### src/design/tfn_pkg.sv
// Shared types and constants for the tensor Frobenius norm pipeline.
package tfn_pkg;

    localparam int NUM_COMP = 9;
    localparam int SYM_COMP = 6;
    localparam int NORM_W   = 17;
    localparam logic [NORM_W-1:0] NORM_MAX = '1;

    localparam int CFG_IDX_W  = 2;
    localparam int CFG_DATA_W = 1;

    typedef enum logic [CFG_IDX_W-1:0] {
        CFG_FULL_TENSOR   = 2'd0,
        CFG_PACKING_ORDER = 2'd1,
        CFG_USE_MASK      = 2'd2
    } t_cfg_idx;

    typedef struct packed {
        logic full_tensor;
        logic packing_order;
        logic use_mask;
    } t_cfg;

endpackage

### src/design/tfn_sum.sv
// Stages 3-4: weighted sum of squares as a two-level registered adder tree.
module tfn_sum import tfn_pkg::*; #(
    parameter int COMP_WIDTH = 16,
    parameter int SUM_W      = 2*COMP_WIDTH + 2
) (
    input  logic                    i_clk,
    input  logic                    i_rst_n,
    input  logic                    i_valid,
    output logic                    o_ready,
    input  logic [2*COMP_WIDTH-1:0] i_sq [NUM_COMP],
    input  logic [NUM_COMP-1:0]     i_dbl,
    output logic                    o_valid,
    input  logic                    i_ready,
    output logic [SUM_W-1:0]        o_sum
);

    localparam int NUM_GRP = NUM_COMP / 3;

    logic             r_v1;
    logic             r_v2;
    logic             s2_ready;
    logic [SUM_W-1:0] r_part [NUM_GRP];
    logic [SUM_W-1:0] r_sum;
    logic [SUM_W-1:0] n_part [NUM_GRP];
    logic [SUM_W-1:0] n_sum;

    assign s2_ready = !r_v2 || i_ready;
    assign o_ready  = !r_v1 || s2_ready;

    // Off-diagonal entries count twice: add the square shifted up by one.
    always_comb begin
        logic [SUM_W-1:0] term;
        for (int k = 0; k < NUM_GRP; k++) begin
            n_part[k] = '0;
            for (int j = 0; j < 3; j++) begin
                term = SUM_W'(i_sq[3*k+j]);
                n_part[k] = n_part[k] + (i_dbl[3*k+j] ? (term << 1) : term);
            end
        end
        n_sum = '0;
        for (int k = 0; k < NUM_GRP; k++) begin
            n_sum = n_sum + r_part[k];
        end
    end

    always_ff @(posedge i_clk) begin
        if (!i_rst_n) begin
            r_v1 <= 1'b0;
            r_v2 <= 1'b0;
        end else begin
            if (o_ready) r_v1 <= i_valid;
            if (s2_ready) r_v2 <= r_v1;
        end
    end

    always_ff @(posedge i_clk) begin
        if (o_ready && i_valid) r_part <= n_part;
        if (s2_ready && r_v1) r_sum <= n_sum;
    end

    assign o_valid = r_v2;
    assign o_sum   = r_sum;

endmodule

### config.mk
export PLATFORM = sky130hd
export DESIGN_NAME = tfn_sum
export DESIGN_NICKNAME = d
export VERILOG_FILES = /design/src/design/tfn_pkg.sv /design/src/design/tfn_sum.sv
export SDC_FILE = /design/constraint.sdc
export NUM_CORES = 1
export LEC_CHECK = 0
export BUFFER_PORTS_ARGS = -buffer_cell sky130_fd_sc_hd__buf_2
export CAP_MARGIN = 25
export CELL_PAD_IN_SITES_DETAIL_PLACEMENT = 0
export CELL_PAD_IN_SITES_GLOBAL_PLACEMENT = 1
export CORE_ASPECT_RATIO = 1.25
export CORE_MARGIN = 10
export CORE_UTILIZATION = 30
export CTS_CLUSTER_DIAMETER = 200
export DETAILED_ROUTE_END_ITERATION = 16
export GPL_ROUTABILITY_DRIVEN = 0
export HOLD_SLACK_MARGIN = 0.15
export PLACE_DENSITY = 0.59
export SLEW_MARGIN = 30
export SYNTH_ARGS = -nofsm -noshare
export SYNTH_HDL_FRONTEND = slang
export SYNTH_SLANG_ARGS = --single-unit
### constraint.sdc
create_clock -name i_clk -period 5.65 [get_ports i_clk]
set_input_delay 1.13 -clock i_clk [delete_from_list [all_inputs] [get_ports i_clk]]
set_output_delay 1.13 -clock i_clk [all_outputs]
set_load 0.02 [all_outputs]
Word level (Yosys, flattened, before mapping):

Index checks and enable logic that the tools add are counted.
Widths: inputs -> output; s select.

* multiplexer cells: 9
* add/sub/neg operators: 8
* reduce and logical (&&, ||, !) cells: 6

Operators with widths (count)
* $mux 33: 9
* $add 33x33->34: 3
* $add 34x33->34: 3
* $add 34x34->34: 2
* $logic_and 1x1->1: 2
* $logic_not 1->1: 2
* $logic_or 1x1->1: 2

* bits in registers: 138
* input port bits: 301

Depth between registers and ports, before layout:

* word-level depth: 4
* gate-level depth with buffers: 16
* mapped depth without buffers: 14

Worst setup path after synthesis:

No wires, ideal clock.

* path kind: input-to-reg
* from: in i_dbl[2]
* to: reg r_part[96] (netlist bit) (data pin)
* setup slack: 0.615 ns
* path buffers: 2
* arrival time: 4.773 ns
* setup time: 0.262 ns
* data required time: 5.388 ns
* stages on the path: 14
* path through: clkbuf_1 -> clkbuf_1 -> mux2_2 -> fa_1 -> ha_1 -> a211o_1 -> a211oi_2 -> nor4_1 -> or3_1 -> a31o_2 -> a31o_2 -> a21oi_1 -> o21ai_1 -> xor2_1

RTL lines
* from (decl): line tfn_sum.sv:11 `input logic [NUM_COMP-1:0] i_dbl,`
* to (signal assigned): line tfn_sum.sv:57 `if (o_ready && i_valid) r_part <= n_part;`
* to (decl): line tfn_sum.sv:22 `logic [SUM_W-1:0] r_part [NUM_GRP];`

==> results.sh <==
export IMPL_status="finished, final reports clean"
export IMPL_fin_area_um2=19800
export IMPL_cap_viol_max_count=0
export IMPL_core_area_um2=54800
export IMPL_worst_setup_path_end_kind="register"
export IMPL_fin_skew_ps=11.0
export IMPL_placed_cell_area_um2=19100
export IMPL_fp_row_count=96
export IMPL_cts_buffers=17
export IMPL_yosysWarnings=0
export IMPL_cts_tree="yes"
export IMPL_hp_class="register to register"
export IMPL_startpoint_type="primary input"
export IMPL_grt_pass1_wl_um=78200
export IMPL_leakage_nw=8.20
export IMPL_synth_top_area_share_pct=24.7
export IMPL_drtIter0Drc=544
export IMPL_clockBufferDepth=2
export IMPL_post_cts_buffers=0
export IMPL_fp_dieW_um=230
export IMPL_yosys_cell_types_count=68
export IMPL_avgViaCountPerCell=4.94
export IMPL_vias=12800
export IMPL_yosysMostFrequentCell="mux2_2"
export IMPL_path_clk_slew_ps=60
export IMPL_drtPass1Iterations=6
export IMPL_wl_um=50400
export IMPL_fin_crit_sh_pct=85.2
export IMPL_first_global_vias=14200
export IMPL_hold_viol_final=0
export IMPL_ys_ff_latch=138
export IMPL_numPortBuffers=336
export IMPL_max_slew_margin_pct=38.0
export IMPL_avgSynthCellArea_um2=10.9
export IMPL_hold_buffers=0
export IMPL_cts_repair_resize_count=0
export IMPL_syn_to_final_growth_pct=19.5
export IMPL_syn_nets=2077
export IMPL_pin_count=337
export IMPL_layout_min_cycle_time_ps=4820
export IMPL_finalSetupViolCount=0
export IMPL_netlist_top_cells_area="edfxtp_1, mux2_2, fa_1"
export IMPL_clk_latency_ps=420
export IMPL_cts_max_level=4
export IMPL_peakVddDrop_v=0.000260
export IMPL_whs_path_depth=1
export IMPL_initial_core_util_pct=30.2
export IMPL_drc=0
export IMPL_overflow=0
export IMPL_synth_seq_area_share_pct=24.9
export IMPL_rr_worst_depth=11
export IMPL_path_class="primary input to register"
export IMPL_routedWlPerCell_um=19.5
export IMPL_p_total_mw=10.1
export IMPL_final_nets=2402
export IMPL_layout_drive_gt1_share_pct=36.2
export IMPL_power_density_nw_per_um2=512
export IMPL_cts_root_buf="clkbuf_16"
export IMPL_synth_enable_flop_cells=136
export IMPL_synthCells=1512
export IMPL_arrival_ps=4990
export IMPL_dieHeight_um=283
export IMPL_worstMarginPinSlew_ps=929
export IMPL_final_antenna_net_count=0
export IMPL_num_fill_cells=5630
export IMPL_synth_commonest_cells="mux2_2, edfxtp_1, fa_1, ha_1, a21oi_1"
export IMPL_required_ps=5820
export IMPL_syn_area_um2=16600
export IMPL_grt_usage_pct=15.3
export IMPL_clock_sinks=138
export IMPL_grt_max_degree=67
export IMPL_rsz0062_at_grt="no"
export IMPL_fp_dieArea_um2=65000
export IMPL_antenna_found_initial=5
export IMPL_async_flop_share_pct=0
export IMPL_clock_fmax_mhz=208
export IMPL_setup_tns_ps=0
export IMPL_cp_max_fo=24
export IMPL_synth_flop_cell="edfxtp_1"
export IMPL_dp_hpwl_um=44400
export IMPL_report_final_slew_viol_count=0
export IMPL_synth_top_area_cell="edfxtp_1"
cell usage in the layout (no fill, tap or decap), types with 7 or more instances in the layout:
cell,synthesis,routed
nor2_1,67,67
inv_1,41,41
a21oi_1,112,112
nand2_1,76,76
o21ai_0,49,49
o21bai_1,17,17
o211ai_1,7,7
nand3_1,16,16
nor3_1,21,21
xor2_1,45,45
ha_1,128,128
clkbuf_16,0,17
and3_1,9,9
mux2_2,270,270
buf_2,0,336
nor2b_1,19,18
fa_1,136,136
buf_4,0,17
nand2b_1,10,10
mux2i_1,9,9
nand4_1,14,14
a211oi_1,14,14
a21o_1,48,48
xnor2_1,72,72
o21a_1,22,22
edfxtp_1,136,136
a31oi_1,15,15
and2_1,15,14
o21ai_1,14,14
critical path, stage by stage:
cell and delay (ps):
buf_2 440, mux2i_1 180, fa_1 510, inv_1 40
ha_1 220, fa_1 480, a211oi_1 370, o21ai_1 130
a21oi_1 280, o21ai_1 180, a41o_1 300, and2_1 200
o2111ai_1 210, a31oi_1 140, xor2_1 170
per-stage QoR:
| step | hold WS, ps | instances | setup WS [ps] | util, % |
|---|---|---|---|---|
| final | 528 | 2588 | 835 | 36.1 |
| after floorplan | 477 | 1512 | 615 | - |
| after global placement | 497 | 2552 | 504 | 34.9 |
| after detailed placement | 515 | 2552 | 424 | 34.9 |
| after CTS | 536 | 2583 | 876 | 36.0 |
| after global routing | 568 | 2588 | 588 | 36.1 |
cells by family after synthesis:
kind of cell,count (synthesis),synth area share [%]
AOI/OAI and AO/OA,361,14.2
xor gates and xnor gates,117,6.19
adders and majority gates,264,26.1
buffers and inverters,89,2.02
DFF,138,24.9
muxes,279,18.9
and+or+nand+nor,264,7.65
routing by layer:
layer  vias to the layer above  wire [µm]  part of all wire [%]  global-route usage [%]
met5                         -         20                 0.040                       0
met4                         2        926                   1.8                    3.80
met3                        36       1980                   3.9                    2.68
met2                       226      29400                    58                    31.3
met1                      6232      18100                    36                    15.3
li1                       6297          -                     -                       -
area by class of cell:
type	instances	area, µm²	area share (%)
multi-input combinational	1285	12100	61.2
sequential	138	4120	20.8
timing repair buffer	354	1840	9.29
tap	735	920	4.65
clock buffer	17	425	2.15
clock inverter	14	204	1.03
inverter	41	154	0.778
antenna	4	10.0	0.0506
path summary, 6_finish.rpt:
path                         from              endpoint  slack (ps)
max                      i_dbl[7]  r_part[31]$_DFFE_PP_         830
max reg2reg  r_part[35]$_DFFE_PP_   o_sum[33]$_DFFE_PP_        1860
min reg2reg     r_v1$_SDFFE_PN0N_  o_valid$_SDFFE_PN0P_         530
min             r_v1$_SDFFE_PN0N_  o_valid$_SDFFE_PN0P_         530
flip-flops by register name, summed over array words and instances, names as in the netlist:
register	count
r_part	102
r_v1	1
o_sum	34
o_valid	1
power breakdown:
group,switching (mW),internal (mW),total [mW]
sequential,0.254,1.98,2.24
combinational,3.83,2.87,6.70
clock,0.422,0.775,1.20
No activity file was read; power rests on OpenSTA's default activity.
