File: src/design/tfn_pkg.sv
// Shared types and constants for the tensor Frobenius norm pipeline.
package tfn_pkg;

    localparam int NUM_COMP = 9;
    localparam int SYM_COMP = 6;
    localparam int NORM_W   = 17;
    localparam logic [NORM_W-1:0] NORM_MAX = '1;

    localparam int CFG_IDX_W  = 2;
    localparam int CFG_DATA_W = 1;

    typedef enum logic [CFG_IDX_W-1:0] {
        CFG_FULL_TENSOR   = 2'd0,
        CFG_PACKING_ORDER = 2'd1,
        CFG_USE_MASK      = 2'd2
    } t_cfg_idx;

    typedef struct packed {
        logic full_tensor;
        logic packing_order;
        logic use_mask;
    } t_cfg;

endpackage

File: src/design/tfn_square.sv
// Stages 1-2: component magnitudes with weight selection, then squares.
module tfn_square import tfn_pkg::*; #(
    parameter int COMP_WIDTH = 16
) (
    input  logic                  i_clk,
    input  logic                  i_rst_n,
    input  t_cfg                  i_cfg,
    input  logic                  i_valid,
    output logic                  o_ready,
    input  logic [COMP_WIDTH-1:0] i_comp [NUM_COMP],
    input  logic                  i_inside_mask,
    output logic                  o_valid,
    input  logic                  i_ready,
    output logic [2*COMP_WIDTH-1:0] o_sq [NUM_COMP],
    output logic [NUM_COMP-1:0]   o_dbl
);

    logic                  r_v1;
    logic                  r_v2;
    logic                  s2_ready;
    logic [COMP_WIDTH-1:0] r_mag [NUM_COMP];
    logic [NUM_COMP-1:0]   r_dbl1;
    logic [2*COMP_WIDTH-1:0] r_sq [NUM_COMP];
    logic [NUM_COMP-1:0]   r_dbl2;
    logic [COMP_WIDTH-1:0] n_mag [NUM_COMP];
    logic [NUM_COMP-1:0]   n_dbl;

    assign s2_ready = !r_v2 || i_ready;
    assign o_ready  = !r_v1 || s2_ready;

    // Zero the magnitude of unused or masked components so they drop out of the sum.
    always_comb begin
        logic masked;
        logic used;
        masked = i_cfg.use_mask && !i_inside_mask;
        for (int i = 0; i < NUM_COMP; i++) begin
            used = i_cfg.full_tensor || (i < SYM_COMP);
            n_mag[i] = (masked || !used) ? '0 :
                       (i_comp[i][COMP_WIDTH-1] ? (~i_comp[i] + 1'b1) : i_comp[i]);
            if (i_cfg.full_tensor) begin
                n_dbl[i] = 1'b0;
            end else if (i_cfg.packing_order) begin
                n_dbl[i] = (i >= 3) && (i < SYM_COMP);
            end else begin
                n_dbl[i] = (i == 1) || (i == 2) || (i == 4);
            end
        end
    end

    always_ff @(posedge i_clk) begin
        if (!i_rst_n) begin
            r_v1 <= 1'b0;
            r_v2 <= 1'b0;
        end else begin
            if (o_ready) r_v1 <= i_valid;
            if (s2_ready) r_v2 <= r_v1;
        end
    end

    always_ff @(posedge i_clk) begin
        if (o_ready && i_valid) begin
            r_mag  <= n_mag;
            r_dbl1 <= n_dbl;
        end
        if (s2_ready && r_v1) begin
            for (int i = 0; i < NUM_COMP; i++) begin
                r_sq[i] <= (2*COMP_WIDTH)'(r_mag[i]) * (2*COMP_WIDTH)'(r_mag[i]);
            end
            r_dbl2 <= r_dbl1;
        end
    end

    assign o_valid = r_v2;
    assign o_sq    = r_sq;
    assign o_dbl   = r_dbl2;

endmodule

File: config.mk
export PLATFORM = sky130hd
export DESIGN_NAME = tfn_square
export DESIGN_NICKNAME = d
export VERILOG_FILES = /design/src/design/tfn_pkg.sv /design/src/design/tfn_square.sv
export SDC_FILE = /design/constraint.sdc
export NUM_CORES = 2
export LEC_CHECK = 0
export BUFFER_PORTS_ARGS = -buffer_cell sky130_fd_sc_hd__buf_2
export CAP_MARGIN = 20
export CORE_MARGIN = 2
export CORE_UTILIZATION = 42
export CTS_CLUSTER_SIZE = 8
export DETAILED_ROUTE_END_ITERATION = 8
export MAX_ROUTING_LAYER = met4
export PLACE_DENSITY = 0.6
export SYNTH_ARGS = -nofsm -noshare
export SYNTH_HDL_FRONTEND = slang
export SYNTH_SLANG_ARGS = --single-unit
export TNS_END_PERCENT = 30
File: constraint.sdc
create_clock -name i_clk -period 16.5 [get_ports i_clk]
set_input_delay 0.825 -clock i_clk [delete_from_list [all_inputs] [get_ports i_clk]]
set_output_delay 0.825 -clock i_clk [all_outputs]
set_load 0.05 [all_outputs]
## After elaboration in Yosys (flattened, before gate mapping)

Index checks and enable logic that the tools add are counted.

| storage, ports and cells | value |
|---|---|
| register bits | 444 |
| input bits | 152 |
| output and inout bits | 299 |
| logic and storage cells | 100 |

| operators by class | value |
|---|---|
| add/sub/neg operators | 9 |
| $mul | 9 |
| muxes and demuxes | 14 |
| bitwise gates (word level) | 18 |
| reduce and logical (&&, ||, !) cells | 19 |

Operators by type and width:

| kind | count |
|---|---|
| $mul 16x16->32 | 9 |
| $add 16x1->16 const B | 9 |
| $not 16->16 | 9 |
| $mux 15 | 9 |
| $reduce_or 2->1 | 9 |
| $not 1->1 | 9 |
| $mux 1 | 5 |
| $logic_not 1->1 | 4 |
| $logic_and 1x1->1 | 3 |
| $logic_or 1x1->1 | 3 |

## Depth between registers and ports, before layout

| depth | value |
|---|---|
| depth in word-level cells | 4 |
| mapped depth | 25 |
| depth with buffers taken out | 24 |

## Worst setup path before layout

No wires, ideal clock.

| timing | value |
|---|---|
| path type | input port to flip-flop |
| start point | input port i_ready |
| end point | register r_dbl2[2] (netlist: o_dbl[2]), enable pin |
| setup time | 965 ps |
| arrival time | 13332 ps |
| required time | 15535 ps |
| setup slack | 2204 ps |
| stages on the path | 2 |
| buffers on the path | 0 |
| path through | nor2b_1 nor2b_1 |

| between the ends | value |
|---|---|
| longest elaborated chain between the ends | 2 |

Ends and longest elaborated chain:

| element | RTL line | RTL |
|---|---|---|
| from (decl) | tfn_square.sv:13 | `input logic i_ready,` |
| $logic_or 1x1->1 | tfn_square.sv:28 | `assign s2_ready = !r_v2 \|\| i_ready;` |
| $logic_and 1x1->1 | tfn_square.sv:65 | `if (s2_ready && r_v1) begin` |
| to (signal assigned) | tfn_square.sv:69 | `r_dbl2 <= r_dbl1;` |
| to (decl) | tfn_square.sv:24 | `logic [NUM_COMP-1:0] r_dbl2;` |

No other way between the ends.
A chain may end at the register's enable or synchronous reset.

## Worst setup path after layout

| timing | value |
|---|---|
| start point | register r_mag[121] in the netlist's numbering |
| end point | register r_sq, in the netlist o_sq[254] (data pin) |

| between the ends | value |
|---|---|
| longest elaborated chain between the ends | 1 |

Ends and longest elaborated chain:

| element | RTL line | RTL |
|---|---|---|
| from (decl) | tfn_square.sv:21 | `logic [COMP_WIDTH-1:0] r_mag [NUM_COMP];` |
| from (signal assigned) | tfn_square.sv:62 | `r_mag <= n_mag;` |
| $mul 16x16->32 | tfn_square.sv:67 | `r_sq[i] <= (2*COMP_WIDTH)'(r_mag[i]) * (2*COMP_WIDTH)'(r_mag[i]);` |
| to (signal, indexed assignment) | tfn_square.sv:67 |  |
| to (decl) | tfn_square.sv:23 | `logic [2*COMP_WIDTH-1:0] r_sq [NUM_COMP];` |

No other way between the ends.

==> results.json <==
{
  "grt_antenna_before_repair": 18,
  "ctsHoldBuffers": 0,
  "fin_skew_ns": 0.0332,
  "global_route.usage.total_pct": 20.9,
  "cts_tree": "built",
  "worstSetupPathType": "reg -> reg",
  "critPathTopFamily": "adder cells",
  "critPathRequiredTime_ns": 16.94,
  "count_of_port_buffers_added_during_placement": 437,
  "ys_ff_latch": 431,
  "cts.repair.resized": 0,
  "cts_root_buf": "sky130_fd_sc_hd__clkbuf_16",
  "grt_pass1_wl_mm": 320,
  "num_vias": 56187,
  "critPathMaxFanout": 17,
  "clock_insertion_delay_worst_skew_ns": 0.69,
  "die_area_um2": 197000,
  "tritoncts.num_buffers": 69,
  "first_iteration_detailed_routing_drc_count": 2730,
  "timing_hold_violations_final": 0,
  "post-cts-setup-buffer-count": 0,
  "detail-route-antenna-nets": 0,
  "hold_class": "in -> reg",
  "synthesis.yosys.warnings": 0,
  "cells_after_synth": 8475,
  "cts_max_path_buffers": 3,
  "ios": 451,
  "via_count_normalized_by_instance_count": 4.95,
  "finalWorstPathRequiredPeriod_ns": 7.15,
  "floorplan.die.height_um": 444,
  "global_route.overflow_total": 0,
  "fmax_mhz": 140,
  "setup_viol": 0,
  "sort_of_element_at_the_start_of_the_critical_path": "flip-flop",
  "floorplan.core_area_um2": 192000,
  "synth_top_flop_cell": "sky130_fd_sc_hd__edfxtp_1",
  "first_global_vias": 60913,
  "numClockSinks": 431,
  "layout-drive-gt1-share_pct": 6.87,
  "synth.yosys.seq_area_share_pct": 15.9,
  "fin_tns_setup_ns": 0,
  "async_flop_share_pct": 0,
  "slowest_stage": "sky130_fd_sc_hd__edfxtp_1",
  "ctsHtreeMaxLevel": 3,
  "routedWlPerCell_um": 17.2,
  "place.gp.congestion": 0.896,
  "timing_max_transition_violations_final": 0,
  "die_width_um": 444,
  "crit_arrival_ns": 7.59,
  "critical_path.n_buffers_inverters": 6,
  "timing.slew.headroom_pct": 38.2,
  "start_util_pct": 42.3,
  "netlist_area_um2": 81300,
  "clk_pin_slew_ns": 0.05,
  "maximum_capacitance_violations": 0,
  "area_delta_synth_final_pct": 8.10,
  "critical_path_endpoint_category": "flip-flop",
  "detail_route.drc_violations": 0,
  "drtPass1Iterations": 5,
  "list_of_cells_traversed_by_the_critical_path": "and2_1, fa_1, inv_1, fa_1, inv_1, fa_1, inv_1, fa_1, inv_1, fa_1, inv_1, fa_1, inv_1, ha_1, and3_1, a22oi_1, o21ai_0, a211oi_1, nor2_1, o21a_1, a221o_1, a21oi_1, xnor2_1",
  "layout.nets": 11297,
  "yosys.cell_types.count": 77,
  "run_status": "finished clean",
  "rsz0062_at_grt": "false",
  "period_share_pct": 43.3,
  "rows": 161,
  "worst-slew-pin-transition_ns": 0.927,
  "detailedPlacementHpwl_mm": 162,
  "synth_area_per_cell_um2": 9.60,
  "totalWireLength_mm": 195,
  "grt_start_max_net_pins": 121,
  "synth-edff-count": 429,
  "critPathMaxStageDelay_ns": 0.70
}
-- registers in the layout, indices dropped and copies added (netlist names) --
register	flops
o_sq	279
r_dbl1	3
r_mag	144
o_valid	1
r_v1	1
o_dbl	3
-- metrics by stage --
step           instances  util (%)  cell area (µm²)  hold WS, ns  worst slack (ns)
3_3_place_gp       11226      44.7            85900        0.401              9.56
6_report           11344      45.7            87900        0.382              9.35
5_1_grt            11342      45.7            87900        0.350              8.76
3_5_place_dp       11226      44.7            85900        0.406              9.42
4_1_cts            11334      45.7            87900        0.295              9.40
2_1_floorplan       8487         -            81400        0.400              2.20
-- cells in the final DEF, fill, tap and decap left out, types with 18 or more instances in the layout --
cell,instances
sky130_fd_sc_hd__a21o_1,133
sky130_fd_sc_hd__a21oi_1,247
sky130_fd_sc_hd__a31oi_1,26
sky130_fd_sc_hd__and2_1,355
sky130_fd_sc_hd__and3_1,41
sky130_fd_sc_hd__buf_2,437
sky130_fd_sc_hd__clkbuf_1,18
sky130_fd_sc_hd__clkbuf_16,71
sky130_fd_sc_hd__edfxtp_1,429
sky130_fd_sc_hd__fa_1,1460
sky130_fd_sc_hd__ha_1,914
sky130_fd_sc_hd__inv_1,2236
sky130_fd_sc_hd__nand2_1,783
sky130_fd_sc_hd__nand2b_1,52
sky130_fd_sc_hd__nand3_1,64
sky130_fd_sc_hd__nor2_1,393
sky130_fd_sc_hd__nor2b_1,75
sky130_fd_sc_hd__nor3_1,37
sky130_fd_sc_hd__o211ai_1,18
sky130_fd_sc_hd__o21a_1,23
sky130_fd_sc_hd__o21ai_0,149
sky130_fd_sc_hd__o21bai_1,35
sky130_fd_sc_hd__o31ai_1,37
sky130_fd_sc_hd__or2_2,27
sky130_fd_sc_hd__or3_1,30
sky130_fd_sc_hd__xnor2_1,232
sky130_fd_sc_hd__xor2_1,209
-- logic make-up after synthesis --
group,share of synthesized area (%)
buf+inv,11.5
fa+ha+maj,50.0
simple gates,11.2
compound gates,6.40
xor+xnor,4.75
flops,15.9
mux,0.286
other cells,0.00461
-- Yosys cell counts, types with 35 or more instances --
| cell | number | area share [%] |
|---|---|---|
| sky130_fd_sc_hd__nor2b_1 | 77 | 0.59 |
| sky130_fd_sc_hd__ha_1 | 914 | 14 |
| sky130_fd_sc_hd__and2_1 | 356 | 2.7 |
| sky130_fd_sc_hd__a21oi_1 | 247 | 1.5 |
| sky130_fd_sc_hd__and3_1 | 41 | 0.32 |
| sky130_fd_sc_hd__xor2_1 | 209 | 2.3 |
| sky130_fd_sc_hd__o21ai_0 | 149 | 0.92 |
| sky130_fd_sc_hd__clkbuf_1 | 216 | 1.0 |
| sky130_fd_sc_hd__fa_1 | 1460 | 36 |
| sky130_fd_sc_hd__inv_1 | 2236 | 10 |
| sky130_fd_sc_hd__edfxtp_1 | 429 | 16 |
| sky130_fd_sc_hd__nand3_1 | 64 | 0.39 |
| sky130_fd_sc_hd__nor3_1 | 37 | 0.23 |
| sky130_fd_sc_hd__nand2b_1 | 53 | 0.41 |
| sky130_fd_sc_hd__o21bai_1 | 35 | 0.32 |
| sky130_fd_sc_hd__nor2_1 | 393 | 1.8 |
| sky130_fd_sc_hd__xnor2_1 | 232 | 2.5 |
| sky130_fd_sc_hd__nand2_1 | 783 | 3.6 |
| sky130_fd_sc_hd__a21o_1 | 133 | 1.2 |
| sky130_fd_sc_hd__o31ai_1 | 37 | 0.34 |
-- worst register-to-register path: stages, from the launching register on --
cell                       delay (ns)
sky130_fd_sc_hd__edfxtp_1        0.70
sky130_fd_sc_hd__and2_1          0.35
sky130_fd_sc_hd__fa_1            0.50
sky130_fd_sc_hd__inv_1           0.05
sky130_fd_sc_hd__fa_1            0.52
sky130_fd_sc_hd__inv_1           0.05
sky130_fd_sc_hd__fa_1            0.50
sky130_fd_sc_hd__inv_1           0.06
sky130_fd_sc_hd__fa_1            0.53
sky130_fd_sc_hd__inv_1           0.05
sky130_fd_sc_hd__fa_1            0.47
sky130_fd_sc_hd__inv_1           0.05
sky130_fd_sc_hd__fa_1            0.48
sky130_fd_sc_hd__inv_1           0.04
sky130_fd_sc_hd__ha_1            0.32
sky130_fd_sc_hd__and3_1          0.27
sky130_fd_sc_hd__a22oi_1         0.19
sky130_fd_sc_hd__o21ai_0         0.33
sky130_fd_sc_hd__a211oi_1        0.47
sky130_fd_sc_hd__nor2_1          0.10
sky130_fd_sc_hd__o21a_1          0.28
sky130_fd_sc_hd__a221o_1         0.32
sky130_fd_sc_hd__a21oi_1         0.18
sky130_fd_sc_hd__xnor2_1         0.09
-- layout make-up --
class | count | area (µm²)
clock inverter | 19 | 139
antenna | 10 | 25.0
fill | 18409 | 104000
sequential | 431 | 12900
clock buffer | 89 | 1840
tap | 2526 | 3160
timing repair buffer | 451 | 2300
inverter | 2236 | 8390
multi-input combinational | 5582 | 59100
-- final timing paths --
check                                 from         to  slack (ns)  cells past startpoint
worst max-delay path            r_mag[121]  o_sq[254]        9.35                     23
worst min-delay path               i_rst_n    o_valid        0.38                      2
worst max register to register  r_mag[121]  o_sq[254]        9.35                     23
worst min register to register   r_dbl1[2]   o_dbl[2]        0.41                      0
-- layer usage --
layer	routed length [µm]	track usage (%)
met4	6400	6.93
met5	0	-
met2	97900	35.5
met3	7450	2.15
met1	82900	26.3
Power is left out: the tool's default activity adds up to more than one toggle a clock period on the data nets, which glitch-free logic cannot reach.
