File: config.mk
export PLATFORM = sky130hd
export DESIGN_NAME = tfn_isqrt
export DESIGN_NICKNAME = d
export VERILOG_FILES = /design/src/design/tfn_pkg.sv /design/src/design/tfn_sqrt_step.sv /design/src/design/tfn_isqrt.sv
export SDC_FILE = /design/constraint.sdc
export NUM_CORES = 1
export LEC_CHECK = 0
export BUFFER_PORTS_ARGS = -buffer_cell sky130_fd_sc_hd__buf_2
export CAP_MARGIN = 10
export CORE_MARGIN = 1.5
export CORE_UTILIZATION = 65
export CTS_CLUSTER_DIAMETER = 60
export CTS_CLUSTER_SIZE = 10
export DETAILED_ROUTE_END_ITERATION = 6
export HOLD_SLACK_MARGIN = 0.02
export PLACE_DENSITY = 0.89
export SLEW_MARGIN = 0
export SYNTH_ARGS = -nofsm -noshare
export SYNTH_HDL_FRONTEND = slang
export SYNTH_SLANG_ARGS = --single-unit
File: constraint.sdc
create_clock -name i_clk -period 13.6 [get_ports i_clk]
set_input_delay 0.68 -clock i_clk [delete_from_list [all_inputs] [get_ports i_clk]]
set_output_delay 0.68 -clock i_clk [all_outputs]
set_load 0.02 [all_outputs]
File: src/design/tfn_pkg.sv
// Shared types and constants for the tensor Frobenius norm pipeline.
package tfn_pkg;

    localparam int NUM_COMP = 9;
    localparam int SYM_COMP = 6;
    localparam int NORM_W   = 17;
    localparam logic [NORM_W-1:0] NORM_MAX = '1;

    localparam int CFG_IDX_W  = 2;
    localparam int CFG_DATA_W = 1;

    typedef enum logic [CFG_IDX_W-1:0] {
        CFG_FULL_TENSOR   = 2'd0,
        CFG_PACKING_ORDER = 2'd1,
        CFG_USE_MASK      = 2'd2
    } t_cfg_idx;

    typedef struct packed {
        logic full_tensor;
        logic packing_order;
        logic use_mask;
    } t_cfg;

endpackage

File: src/design/tfn_sqrt_step.sv
// One registered digit step of the restoring integer square root.
module tfn_sqrt_step #(
    parameter int SUM_W  = 34,
    parameter int ROOT_W = SUM_W / 2
) (
    input  logic              i_clk,
    input  logic              i_rst_n,
    input  logic              i_valid,
    output logic              o_ready,
    input  logic [SUM_W-1:0]  i_n,
    input  logic [ROOT_W+1:0] i_rem,
    input  logic [ROOT_W-1:0] i_q,
    output logic              o_valid,
    input  logic              i_ready,
    output logic [SUM_W-1:0]  o_n,
    output logic [ROOT_W+1:0] o_rem,
    output logic [ROOT_W-1:0] o_q
);

    logic              r_valid;
    logic [SUM_W-1:0]  r_n;
    logic [ROOT_W+1:0] r_rem;
    logic [ROOT_W-1:0] r_q;
    logic [ROOT_W+1:0] rem_sh;
    logic [ROOT_W+1:0] trial;
    logic              fits;

    assign o_ready = !r_valid || i_ready;

    // Bring down the next two bits of the radicand and try root digit one.
    assign rem_sh = {i_rem[ROOT_W-1:0], i_n[SUM_W-1 -: 2]};
    assign trial  = {i_q, 2'b01};
    assign fits   = rem_sh >= trial;

    always_ff @(posedge i_clk) begin
        if (!i_rst_n) begin
            r_valid <= 1'b0;
        end else if (o_ready) begin
            r_valid <= i_valid;
        end
    end

    always_ff @(posedge i_clk) begin
        if (o_ready && i_valid) begin
            r_n   <= i_n << 2;
            r_rem <= fits ? (rem_sh - trial) : rem_sh;
            r_q   <= {i_q[ROOT_W-2:0], fits};
        end
    end

    assign o_valid = r_valid;
    assign o_n     = r_n;
    assign o_rem   = r_rem;
    assign o_q     = r_q;

endmodule

File: src/design/tfn_isqrt.sv
// Pipelined floor square root, one root bit per stage, with output clamp.
module tfn_isqrt import tfn_pkg::*; #(
    parameter int SUM_W = 34
) (
    input  logic              i_clk,
    input  logic              i_rst_n,
    input  logic              i_valid,
    output logic              o_ready,
    input  logic [SUM_W-1:0]  i_sum,
    output logic              o_valid,
    input  logic              i_ready,
    output logic [NORM_W-1:0] o_norm
);

    localparam int ROOT_W = SUM_W / 2;
    localparam int QX_W   = (ROOT_W > NORM_W) ? ROOT_W : NORM_W;

    logic              vld [ROOT_W+1];
    logic              rdy [ROOT_W+1];
    logic [SUM_W-1:0]  nn  [ROOT_W+1];
    logic [ROOT_W+1:0] rem [ROOT_W+1];
    logic [ROOT_W-1:0] q   [ROOT_W+1];

    logic              r_valid;
    logic [NORM_W-1:0] r_norm;
    logic [QX_W-1:0]   q_ext;
    logic [NORM_W-1:0] n_norm;
    logic [ROOT_W+1:0] unused_rem;
    logic [SUM_W-1:0]  unused_n;

    assign vld[0] = i_valid;
    assign nn[0]  = i_sum;
    assign rem[0] = '0;
    assign q[0]   = '0;
    assign o_ready = rdy[0];

    for (genvar g = 0; g < ROOT_W; g++) begin : g_step
        tfn_sqrt_step #(
            .SUM_W  (SUM_W),
            .ROOT_W (ROOT_W)
        ) u_step (
            .i_clk   (i_clk),
            .i_rst_n (i_rst_n),
            .i_valid (vld[g]),
            .o_ready (rdy[g]),
            .i_n     (nn[g]),
            .i_rem   (rem[g]),
            .i_q     (q[g]),
            .o_valid (vld[g+1]),
            .i_ready (rdy[g+1]),
            .o_n     (nn[g+1]),
            .o_rem   (rem[g+1]),
            .o_q     (q[g+1])
        );
    end

    // The final remainder and the spent radicand carry nothing further.
    assign unused_rem = rem[ROOT_W];
    assign unused_n   = nn[ROOT_W];

    assign rdy[ROOT_W] = !r_valid || i_ready;

    // Clamp roots that do not fit the result field (wide components only).
    assign q_ext  = QX_W'(q[ROOT_W]);
    assign n_norm = (q_ext > QX_W'(NORM_MAX)) ? NORM_MAX : q_ext[NORM_W-1:0];

    always_ff @(posedge i_clk) begin
        if (!i_rst_n) begin
            r_valid <= 1'b0;
        end else if (rdy[ROOT_W]) begin
            r_valid <= vld[ROOT_W];
        end
    end

    always_ff @(posedge i_clk) begin
        if (rdy[ROOT_W] && vld[ROOT_W]) r_norm <= n_norm;
    end

    assign o_valid = r_valid;
    assign o_norm  = r_norm;

endmodule

* After elaboration in Yosys (flattened, before gate mapping) *
Cells that the tools add are included.

storage, ports and cells
  flip-flop bits (word level) = 718
  bits of input ports = 38
  output and inout port bits = 19
  logic and storage cells = 173

cells by class
  add/subtract/negate cells = 16
  $lt $le $gt $ge = 18
  muxes and demuxes = 16
  reductions and logical operators = 54

operators with widths
  cell                  number
  $mux 17               15
  $ge 19x10->1          1
  $ge 19x11->1          1
  $ge 19x12->1          1
  $ge 19x13->1          1
  $ge 19x14->1          1
  $ge 19x15->1          1
  $ge 19x16->1          1
  $ge 19x17->1          1
  $ge 19x18->1          1
  $ge 19x3->1           1
  $ge 19x4->1           1
  $ge 19x5->1           1
  $ge 19x6->1           1
  $ge 19x7->1           1
  $ge 19x8->1           1
  $ge 19x9->1           1
  $logic_and 1x1->1     18
  $logic_not 1->1       18
  $logic_or 1x1->1      18
  $gt 17x17->1 const B  1
  $sub 17x10->17        1
  $sub 17x11->17        1
  $sub 17x12->17        1
  other kinds (15)      15

* Longest topological paths before layout *
Gate-level depths: netlist of the first run.

  word-level depth = 20
  depth in mapped cells = 11
  mapped depth without buffers = 10

* Hierarchy *
From an unflattened synthesis of the first run, not the netlist that was laid out.

unflattened totals
  cells, all modules = 4550
  area, all modules = 59968.8 um^2

by module, submodules not included
  module                                 times used  cells an instance  area an instance (um^2)  seq. area each (um^2)
  tfn_sqrt_step (g_step[1].u_step ...)   9           274                3569.7                   2062.0
  tfn_sqrt_step (g_step[10].u_step ...)  7           256                3420.8                   2062.0
  tfn_sqrt_step (g_step[0].u_step)       1           252                3260.6                   2062.0
  tfn_isqrt                              1           40                 635.6                    530.5

* Worst setup path after synthesis of the first run *
OpenSTA, ideal clock, no wires.

  path kind = in2reg
  from = input i_ready
  to = register g_step[1].u_step.r_n[10], enable pin
  library setup time = 0.517 ns
  arrival = 4.552 ns
  data required time = 13.083 ns
  setup slack = 8.531 ns
  stages = 6
  path buffers = 0
  path through = nand2b_1 > nor2_1 > nand2_1 > nor4_1 > and3_1 > a21boi_0

between the ends
  cells in the longest elaborated chain, start to end = 18

ends and longest elaborated chain
  element                          RTL line             source
  start: declaration               tfn_isqrt.sv:11      input logic i_ready,
  $logic_or 1x1->1                 tfn_isqrt.sv:61      assign rdy[ROOT_W] = !r_valid || i_ready;
  $logic_or 1x1->1 (16 in series)  tfn_sqrt_step.sv:28  assign o_ready = !r_valid || i_ready;
  $logic_and 1x1->1                tfn_sqrt_step.sv:44  if (o_ready && i_valid) begin
  end signal: assignment           tfn_sqrt_step.sv:45  r_n <= i_n << 2;
  end: declaration                 tfn_sqrt_step.sv:21  logic [SUM_W-1:0] r_n;

No other way between the ends.
A chain may end at the register's enable or synchronous reset.

* Worst setup path in the final report of the first run *
  from = register g_step[14].u_step.r_valid
  to = output o_ready

between the ends
  cells in the longest elaborated chain, start to end = 16

ends and longest elaborated chain
  element                          RTL line             source
  start: declaration               tfn_sqrt_step.sv:20  logic r_valid;
  start signal: assignment         tfn_sqrt_step.sv:39  r_valid <= i_valid;
  $logic_not 1->1                  tfn_sqrt_step.sv:28
  $logic_or 1x1->1 (15 in series)  tfn_sqrt_step.sv:28
  end: declaration                 tfn_isqrt.sv:8       output logic o_ready,

No other way between the ends.

==> impl_metrics.json, run 1 <==
{
  "status": "finished clean",
  "hp-class": "input pin to register",
  "grt_pass1_wl_mm": 100.8,
  "use_met1_pct": 28.00,
  "synth_edf_count": 696,
  "ys_ff_latch": 714,
  "die_w_um": 225.7,
  "cts-resized-gates": 0,
  "io-pin-count": 57,
  "maxSlewViolCount": 0,
  "drt_first_pass_iters": 5,
  "post-cts-setup-buffer-count": 0,
  "rsz0062_at_grt": "false",
  "antenna_found_initial": 0,
  "gr-usage-met3_pct": 4.411,
  "synth_warnings": 0,
  "antenna_left": 0,
  "hold_violations": 0,
  "p_per_area_nw_per_um2": 123.3,
  "p_leak_nw": 13.22,
  "wirelength_mm": 63.60,
  "final.setup.tns_ps": 0,
  "grt.total_usage_pct": 25.40,
  "syn_inst": 2420,
  "dp_hpwl_mm": 42.29,
  "grt_busiest_layer": "met2",
  "diodes": 0,
  "worst_clock_skew_ps": 18.25,
  "synth.yosys.seq_area_share_pct": 65.98,
  "timing.max_cap.violations": 0,
  "cp.required_ps": 12920,
  "critical_path_class": "register to output port",
  "nNetsFinal": 2737,
  "grt_overflow": 0,
  "fin_cells": 3216,
  "place_congestion": 0.9348,
  "period_needed_ps": 3845,
  "syn2layout_area_growth_pct": 10.70,
  "use_met2_pct": 47.36,
  "coreArea_um2": 48950,
  "cts.path.max_buffers": 3,
  "die_y_um": 225.7,
  "num_rows": 81,
  "final_cell_mix": "edfxtp_1 (696), inv_1 (212), ha_1 (170)",
  "max_freq_mhz": 260.0,
  "clock_sinks": 714,
  "timing.final.crit_share_pct": 28.28,
  "route.detailed.wl_per_inst_um": 19.77,
  "design_area_um2": 35670,
  "fp.dieArea_um2": 50920,
  "slew_headroom_pct": 20.13,
  "layout-drive-gt1-share_pct": 9.365,
  "arrival_ps": 3170,
  "end_kind": "output port",
  "vias_per_cell": 6.075,
  "drc": 0,
  "drt_iter0_markers": 1604,
  "final_common_cell": "edfxtp_1",
  "synth.distinct_cells": 80,
  "clk-insertion-delay-late_ps": 630,
  "synthArstFlopShare_pct": 0,
  "port_buffers": 56,
  "dpl-instance-area_um2": 33390,
  "start_kind": "register",
  "setup_viol": 0,
  "worstMarginPinSlew_ps": 1198,
  "placed_cells": 3108,
  "syn_avg_cell_area_um2": 13.32,
  "syn-num-nets": 2628,
  "cts_tree": "built",
  "grt_pass1_vias": 20019,
  "htree_num_levels": 3,
  "vias": 19537,
  "grt_max_degree": 49,
  "synth_ff_type": "edfxtp_1",
  "nFillCells": 2904,
  "ctsRootBufferMaster": "clkbuf_16",
  "start_util_pct": 65.83,
  "path_max_fanout": 5,
  "ir_worst_vdd_uv": 132.3,
  "cts_buffers": 81,
  "path_clk_slew_ps": 60,
  "postCtsHoldBufs": 0,
  "syn-cell-area_um2": 32220
}
per-stage QoR:
stage	hold slack [ps]	power [mW]	setup WS (ps)	util, %
final	225.8	4.398	9755	72.88
after global routing	201.3	4.501	9512	72.88
after CTS	198.7	4.419	9717	72.80
after detailed placement	404.5	2.513	10040	68.21
after global placement	400.4	2.508	10080	68.21
after floorplan	400.3	2.495	8531	-
cell usage after synthesis (35+ instances only):
library cell    n  area share [%]
a21oi_1       152             2.4
clkbuf_1       35            0.41
edfxtp_1      696              65
ha_1          170             6.6
inv_1         212             2.5
mux2_2         39             1.4
nand2_1       142             1.7
nand3_1        45            0.70
nor2_1        142             1.7
nor3_1         61            0.95
o21ai_0       123             1.9
xnor2_1        93             2.5
xor2_1         86             2.3
registers in the layout (all words and copies together), names as in the netlist:
register and flops:
g_step.u_step.o_n 272, g_step.u_step.o_rem 254, g_step.u_step.o_q 153, g_step.u_step.o_valid 17, o_norm 17, o_valid 1
logic make-up (layout without fill, tap and decap cells):
| logic type | Yosys count | in the layout | synth area share, % |
|---|---|---|---|
| mux | 48 | 48 | 1.642 |
| buf+inv | 259 | 391 | 3.075 |
| xor+xnor | 179 | 179 | 4.865 |
| simple gates | 592 | 592 | 9.175 |
| other cells | 1 | 1 | 0.01164 |
| flops | 714 | 714 | 65.98 |
| fa+ha+maj | 170 | 170 | 6.601 |
| compound gates | 457 | 457 | 8.655 |
report_power, final:
part | internal [mW] | switching (mW) | leakage (nW)
Combinational | 0.0203 | 0.0319 | 5.77
Sequential | 2.41 | 0.00997 | 6.36
Clock | 1.10 | 0.827 | 1.09
routing by layer:
| layer | share of wire (%) | vias up |
|---|---|---|
| met5 | 0 | - |
| met1 | 36 | 9434 |
| li1 | - | 9102 |
| met4 | 4.3 | 0 |
| met2 | 54 | 798 |
| met3 | 5.3 | 203 |
final timing paths:
path	slack (ps)	to	from	cells after the start
setup reg to reg	10110	g_step[15].u_step.o_rem[2]	g_step[14].u_step.o_q[5]	9
hold / removal	230	g_step[0].u_step.o_n[10]	i_sum[8]	1
hold reg to reg	410	o_norm[7]	g_step[16].u_step.o_q[7]	0
setup / recovery	9750	o_ready	g_step[14].u_step.o_valid	7
worst max-delay path: stages, from the launching register on:
cell and delay [ps]:
dfxtp_1 440, nand4_1 180, nor3_1 700, nand2_1 250, nor4_1 380, and3_1 290, nand3_1 120, buf_2 190
area by class of cell:
class	instances	area (um^2)	share of cell area, %
Sequential cell	714	21260	59.60
Clock buffer	97	2087	5.850
Tap cell	664	830.8	2.329
Inverter	213	799.5	2.241
Multi-Input combinational cell	1447	10110	28.34
Clock inverter	9	160.2	0.4489
Timing Repair Buffer	72	425.4	1.192
No activity file was read; power rests on OpenSTA's default activity.
==> run 2: changes to the inputs <==
CORE_UTILIZATION = 57   (was 65)
PLACE_DENSITY = 0.83   (was 0.89)
clock period = 3.35 ns   (was 13.6 ns; I/O delays follow)
==> impl_metrics.json, run 2 (same netlist as run 1, synthesis figures left out) <==
{
  "status": "finished clean",
  "clock_sinks": 714,
  "clk-insertion-delay-late_ps": 650,
  "path_clk_slew_ps": 60,
  "nFillCells": 3798,
  "rrSetupSlack_ps": 280,
  "ctsRootBufferMaster": "clkbuf_16",
  "grt.total_usage_pct": 22.80,
  "timing.final.crit_share_pct": 91.71,
  "path_max_fanout": 17,
  "final_common_cell": "edfxtp_1",
  "route.detailed.wl_per_inst_um": 19.23,
  "timing.max_cap.violations": 0,
  "grt_pass1_wl_mm": 102.5,
  "cp.required_ps": 3700,
  "port_buffers": 56,
  "final.setup.tns_ps": 0,
  "worst_clock_skew_ps": 60.90,
  "hold_violations": 0,
  "fp.dieArea_um2": 57970,
  "rsz0062_at_grt": "false",
  "maxSlewViolCount": 0,
  "num_rows": 86,
  "syn2layout_area_growth_pct": 13.25,
  "fin_cells": 3375,
  "hp-class": "input pin to register",
  "final_cell_mix": "edfxtp_1 (696), inv_1 (212), ha_1 (170)",
  "io-pin-count": 57,
  "grt_pass1_vias": 19692,
  "critical_path_class": "register to register",
  "placed_cells": 3212,
  "die_w_um": 240.8,
  "p_per_area_nw_per_um2": 498.4,
  "antenna_left": 0,
  "htree_num_levels": 3,
  "nNetsFinal": 2796,
  "start_util_pct": 58.04,
  "coreArea_um2": 55520,
  "drc": 0,
  "cts_tree": "built",
  "dp_hpwl_mm": 44.60,
  "cts_buffers": 82,
  "vias_per_cell": 5.726,
  "drt_first_pass_iters": 6,
  "wirelength_mm": 64.91,
  "grt_max_degree": 48,
  "slew_headroom_pct": 31.99,
  "max_freq_mhz": 325.5,
  "ir_worst_vdd_uv": 658.6,
  "layout-drive-gt1-share_pct": 9.973,
  "antenna_found_initial": 0,
  "worstMarginPinSlew_ps": 1020,
  "diodes": 0,
  "arrival_ps": 3420,
  "post-cts-setup-buffer-count": 0,
  "die_y_um": 240.8,
  "end_kind": "register",
  "period_needed_ps": 3072,
  "largest_reg_flops": 272,
  "place_congestion": 0.8895,
  "drt_iter0_markers": 1400,
  "start_kind": "register",
  "p_leak_nw": 13.54,
  "grt_overflow": 0,
  "setup_viol": 0,
  "cts.path.max_buffers": 3,
  "vias": 19324
}
## run 2: cell types whose count changed in the layout (fill, tap and decap cells not counted), moves of 2 or more
cell	previous run	this run
dlygate4sd3_1	0	39
buf_4	14	33
clkbuf_1	16	30
clkinv_16	2	6
inv_6	3	0
clkbuf_16	81	83
inv_16	2	0
## run 2: worst max-delay path: stages, from the launching register on
cell and delay [ps]:
edfxtp_1 400, inv_1 60, ha_1 390, o211ai_1 170, a21oi_1 150, o21ai_0 540, o21bai_1 150, a21oi_1 310
a21oi_2 90, buf_4 250, mux2_2 300
## run 2: area by class of cell
type | count | area, um^2 | share of cell area [%]
clock buffer | 114 | 2203 | 6.038
clock inverter | 9 | 222.7 | 0.6103
inverter | 213 | 799.5 | 2.191
multi-input combinational | 1447 | 10110 | 27.69
sequential | 714 | 21260 | 58.26
tap | 748 | 935.9 | 2.565
timing repair buffer | 130 | 965.9 | 2.647
## run 2: stage by stage
stage	utilization, %	hold slack, ps	setup slack [ps]	area [um^2]	total power, mW
after global placement	60.60	344.3	289.5	33650	10.19
final	65.73	230.1	277.7	36490	18.19
after detailed placement	60.60	345.6	285.6	33650	10.21
after global routing	65.73	204.7	119.1	36490	18.68
after CTS	65.68	197.4	291.8	36470	18.27
after floorplan	-	266.4	-122.0	32230	10.13
## run 2: what timing repair did
| item | CTS | global route |
|---|---|---|
| hold endpoints to repair | 52 | 0 |
| gates resized for setup | 0 | 0 |
| hold buffers | 39 | 0 |
## run 2: where the power goes
group | switching, mW | internal [mW] | total [mW]
combinational | 0.146 | 0.116 | 0.262
sequential | 0.0403 | 9.78 | 9.82
clock | 3.43 | 4.67 | 8.10
total | 3.62 | 14.6 | 18.2
## run 2: worst paths after layout
| kind | start | endpoint | cells past startpoint |
|---|---|---|---|
| worst max-delay path | g_step[14].u_step.o_q[0] | g_step[15].u_step.o_rem[2] | 10 |
| worst min-delay path | i_sum[21] | g_step[0].u_step.o_n[23] | 2 |
| worst max register to register | g_step[14].u_step.o_q[0] | g_step[15].u_step.o_rem[2] | 10 |
| worst min register to register | g_step[4].u_step.o_n[15] | g_step[5].u_step.o_n[17] | 0 |
## run 2: layer usage
| layer | wire length [um] | vias up | part of all wire (%) | track usage (%) |
|---|---|---|---|---|
| met1 | 25380 | 9314 | 39 | 27.13 |
| met3 | 3364 | 144 | 5.2 | 3.626 |
| met5 | 0 | - | 0 | 0 |
| met4 | 1997 | 0 | 3.1 | 8.239 |
| met2 | 34170 | 643 | 53 | 41.73 |
| li1 | - | 9223 | - | - |
